==> config.mk <==
export PLATFORM = sky130hd
export DESIGN_NAME = pwfd_pulse_eval
export DESIGN_NICKNAME = d
export VERILOG_FILES = /design/src/rtl/core/pwfd_pkg.sv /design/src/rtl/core/pwfd_pulse_eval.sv
export SDC_FILE = /design/constraint.sdc
export NUM_CORES = 2
export LEC_CHECK = 0
export ABC_CLOCK_PERIOD_IN_PS = 21000
export BUFFER_PORTS_ARGS = -buffer_cell sky130_fd_sc_hd__buf_2
export CAP_MARGIN = 10
export CORE_UTILIZATION = 43
export CTS_CLUSTER_SIZE = 16
export DETAILED_ROUTE_END_ITERATION = 12
export GPL_ROUTABILITY_DRIVEN = 0
export HOLD_SLACK_MARGIN = 0.12
export PLACE_DENSITY = 0.58
export SLEW_MARGIN = 20
export SYNTH_ARGS = -nofsm -noshare
export SYNTH_HDL_FRONTEND = slang
export SYNTH_SLANG_ARGS = --single-unit
==> constraint.sdc <==
create_clock -name clock -period 21 [get_ports clock]
set_input_delay 1.05 -clock clock [delete_from_list [all_inputs] [get_ports clock]]
set_output_delay 1.05 -clock clock [all_outputs]
set_load 0.01 [all_outputs]
==> src/rtl/core/pwfd_pkg.sv <==
// shared types and constants of the pulse width frame decoder
// no dependencies
package pwfd_pkg;
   localparam int unsigned TimeWidth  = 64;
   localparam int unsigned EventWidth = 32;
   localparam int unsigned UsWidth    = 24;
   localparam int unsigned ErrWidth   = 56;
   localparam int unsigned CsrIdxWidth = 3;

   localparam logic [CsrIdxWidth-1:0] CSR_TRIGGER_MIN = 3'd0;
   localparam logic [CsrIdxWidth-1:0] CSR_TRIGGER_MAX = 3'd1;
   localparam logic [CsrIdxWidth-1:0] CSR_NIBBLE_MIN  = 3'd2;
   localparam logic [CsrIdxWidth-1:0] CSR_NIBBLE_MAX  = 3'd3;
   localparam logic [CsrIdxWidth-1:0] CSR_GUARD       = 3'd4;
   localparam logic [CsrIdxWidth-1:0] CSR_STOP        = 3'd5;
   localparam logic [CsrIdxWidth-1:0] CSR_ERROR_LIMIT = 3'd6;

   typedef struct packed {
      logic                  level;
      logic [TimeWidth-1:0]  edge_time;
      logic [TimeWidth-1:0]  sync_time;
      logic [EventWidth-1:0] event_number;
   } req_item_type;

   typedef struct packed {
      logic [TimeWidth-1:0]  trigger_time;
      logic [TimeWidth-1:0]  trigger_sync_time;
      logic [EventWidth-1:0] frame_word;
      logic [ErrWidth-1:0]   error_sum;
   } rsp_item_type;

   typedef enum logic [2:0] {
      ST_IDLE, ST_READ, ST_SQUARE, ST_ACCUM, ST_DONE, ST_OUT
   } state_type;
endpackage

==> src/rtl/core/pwfd_pulse_eval.sv <==
// per-pulse deviation square and nibble decode, two register stages
// depends on pwfd_pkg
module pwfd_pulse_eval import pwfd_pkg::*; #(
   parameter int unsigned NIBBLE_OFFSET = 500,
   parameter int unsigned NIBBLE_STEP   = 1000
) (
   input  logic                 clock,
   input  logic [TimeWidth-1:0] width,
   input  logic [UsWidth-1:0]   lo,
   input  logic [UsWidth-1:0]   hi,
   output logic [ErrWidth-1:0]  dev_sq,
   output logic [3:0]           nibble
);
   logic [TimeWidth-1:0] dev_in;
   logic [27:0]          dev_ff;
   logic                 dev_big_in, dev_big_ff;
   logic [3:0]           nib_in, nib_ff;
   logic [ErrWidth-1:0]  sq_ff;
   logic [TimeWidth-1:0] rem;

   always_comb begin
      dev_in = '0;
      if (width < {40'd0, lo}) dev_in = {40'd0, lo} - width;
      else if (width > {40'd0, hi}) dev_in = width - {40'd0, hi};
      dev_big_in = |dev_in[TimeWidth-1:28];
      // quotient by compare against multiples of the step, clamped to 15
      nib_in = 4'd0;
      if (width >= TimeWidth'(NIBBLE_OFFSET)) begin
         rem = width - TimeWidth'(NIBBLE_OFFSET);
         for (int k = 1; k < 16; k++) begin
            if (rem >= TimeWidth'(k) * TimeWidth'(NIBBLE_STEP)) nib_in = 4'(k);
         end
      end else begin
         rem = '0;
      end
   end

   always_ff @(posedge clock) begin
      dev_ff     <= dev_in[27:0];
      dev_big_ff <= dev_big_in;
      nib_ff     <= nib_in;
      sq_ff      <= dev_big_ff ? '1 : {28'd0, dev_ff} * {28'd0, dev_ff};
      nibble     <= nib_ff;
   end
   assign dev_sq = sq_ff;
endmodule

==> results.ini <==
[worst_setup_path]
timing.critical_path.to_type=flop
launching_element_of_the_worst_setup_path=dev_ff[12]
crit_fanout=13
crit_type=flop to flop
worst-r2r-setup-slack_ns=12.53
critPathRequiredTime_ns=21.27
setup.worst_path.start_class=flop
timing.critical_path.to=dev_sq[49]
worst-endpoint-arrival_ns=8.73
reg2reg_to=dev_sq[49]
timing.rr.start=dev_ff[12]
r2r_cells=25

[timing]
hold_viol=0
relSlewSlack=0.4260
worstMarginPinSlew_ns=0.8611
timing.final.setup_violations=0
fin_skew_ns=0.02870
timing.final.crit_period_ns=8.467
finalSetupTns_ns=0
achievable-frequency_ghz=0.1181
rsz0062_at_grt=no
maxSlewViolCount=0
finalCritPeriodShare=0.4032

[yosys]
async_reset_ff_frac=0
synth.net_count=4382
edff_count_synth=0
synth_top_family_by_area=adder cells
ys.warnings.count=0
post_synth.cell_area_avg_um2=8.714
post_synth_num_cell_types=79
synth_mux_area_frac=0.002164
syn-cell-area_um2=29490
yosys_most_used_dff=dfxtp_1
compound_gate_portion_of_the_synthesized_area=0.08970
synthesis.instances=3384
synth_seq_cells=93
adder_and_majority_cell_fraction_of_the_synthesized_area=0.5331
yosys.area_share.simple=0.1453
synth.yosys.seq_area_share=0.06314
yosys.area_share.xor_xnor=0.03950

[finish]
finish.net_count=4495
mostFrequentLayoutCell=inv_1
most-common-layout-cells=891 x inv_1, 619 x fa_1, 325 x nand2_1
area_delta_synth_final_pct=7.150
final_layout_size_suffix_gt1_frac=0.07310
final_core_utilization=0.4680

[clocking]
tritoncts.num_buffers=9
htree_levels=3
worstSkewPairLatency_ns=0.41
cts.repair.resized=0
cts_tree=done
clock_tree.buffer_depth=2
path_clk_slew_ns=0.09
post_cts.repair.setup_buffers=0
clkSinkCount=93
cts_hold_buffers=0
ctsRootBufferMaster=clkbuf_16

[route]
detail_route.wl_per_cell_um=18.59
remaining_drc_errors=0
dr.first_iter.drc_count=1479
routed-via-count=22563
detail-route-antenna-nets=0
vias_per_cell=5.153
postRouteWirelength_um=81390
drt_first_pass_iters=6

[global_routing]
globalRouteOverflowTotal=0
pin_count_of_the_biggest_net_entering_global_routing=47
grt_first_pass_wirelength_um=129100
grt_pass1_vias=23766
grt_antenna_before_repair=6
global_route.usage.total=0.2401

[place]
detailedPlacementHpwl_um=66850
placement.io_buffers=172

[floorplan]
core_region_area_um2=67510
boundaryPins=173
fp.dieW_um=263.9
die_h_um=263.9
core.rowCount=95
initial_core_util=0.4367
dieArea_um2=69620

[outcome]
status=complete, no violations

[worst_hold_path]
worst_hold_startpoint=nib_ff[3]
hold_class=flop to flop

[job]
cap_viol_max_count=0

-- state kept, by name, indices dropped and copies added, names as in the netlist --
register,flops
dev_big_ff,1
dev_ff,28
dev_sq,56
nib_ff,4
nibble,4
-- layout make-up --
class / instances / area, µm²
Multi-Input combinational cell: 2299 / 23880
Antenna cell: 4 / 10.01
Clock inverter: 7 / 97.59
Sequential cell: 93 / 1866
Tap cell: 873 / 1092
Clock buffer: 9 / 225.2
Inverter: 894 / 3356
Fill cell: 6777 / 35920
Timing Repair Buffer: 200 / 1071
-- metrics by stage --
step | std cells | hold slack (ns) | instance area [µm²] | setup slack, ns
floorplan | 3384 | 0.3096 | 29490 | 13.65
global placement | 4359 | 0.3129 | 31260 | 12.82
detailed placement | 4359 | 0.3182 | 31260 | 12.69
CTS | 4375 | 0.3322 | 31590 | 12.62
global route | 4379 | 0.3406 | 31600 | 12.19
finish | 4379 | 0.3292 | 31600 | 12.53
-- worst min-delay path by stage --
stage / slack (ns) / endpoint / cells after the start
4_1_cts: 0.33 / nibble[3] / 0
5_1_grt: 0.34 / nibble[3] / 0
6_report: 0.33 / nibble[3] / 0
3_5_place_dp: 0.32 / nibble[3] / 0
2_1_floorplan: 0.31 / nibble[0] / 0
3_3_place_gp: 0.31 / nibble[1] / 0
-- layer usage --
layer / track usage / wire, µm
met1: 0.3142 / 34010
met2: 0.4202 / 41210
met3: 0.02405 / 4020
met4: 0.06945 / 2149
met5: 0 / 0
-- cells by family after synthesis --
| kind of cell | count (synthesis) |
|---|---|
| flops | 93 |
| buf+inv | 992 |
| mux | 6 |
| simple gates | 862 |
| xor+xnor | 133 |
| fa+ha+maj | 885 |
| compound gates | 413 |
-- Yosys cell counts (all sizes together) (4+ instances only) --
library cell / n / area [µm²]
and3: 19 / 118.9
a211oi: 11 / 87.58
nor4b: 6 / 73.81
nor3b: 4 / 30.03
dfxtp: 93 / 1862
nand2: 325 / 1220
a211o: 5 / 43.79
xnor2: 79 / 691.9
clkbuf: 90 / 337.8
o21ai: 102 / 514.2
nand4: 24 / 165.2
nor2: 122 / 460.5
o22ai: 10 / 62.56
a21oi: 104 / 524.3
a2111oi: 4 / 35.03
inv: 891 / 3344
and2: 155 / 969.7
fa: 619 / 12390
a31oi: 19 / 118.9
o21a: 17 / 127.6
a21boi: 6 / 45.04
or2: 15 / 93.84
xor2: 54 / 473.0
o21bai: 15 / 112.6
nor4: 19 / 146.4
nand3: 56 / 280.3
ha: 266 / 3328
nor3: 47 / 246.5
or3: 14 / 87.58
nor2b: 17 / 106.4
nand2b: 22 / 137.6
o2111ai: 7 / 61.31
o31ai: 13 / 97.59
or4: 8 / 60.06
buf: 8 / 53.80
a21o: 52 / 390.4
o211ai: 13 / 97.59
-- critical path, stage by stage, from the launching register on --
cell,delay (ns)
dfxtp_1,0.72
buf_4,0.35
inv_1,0.22
fa_1,0.56
fa_1,0.53
inv_1,0.06
fa_1,0.54
inv_1,0.05
fa_1,0.47
inv_1,0.05
fa_1,0.53
fa_1,0.56
inv_1,0.06
fa_1,0.52
inv_1,0.04
ha_1,0.36
a211oi_1,0.46
and3_1,0.23
o211ai_1,0.21
a41o_1,0.30
nor4b_2,0.47
o311ai_0,0.21
a221o_1,0.37
a21oi_1,0.18
xor2_1,0.16
nand2_1,0.06
Power is not shown: default switching activity piles up to over one toggle a cycle in this logic, so the estimate is an artifact.
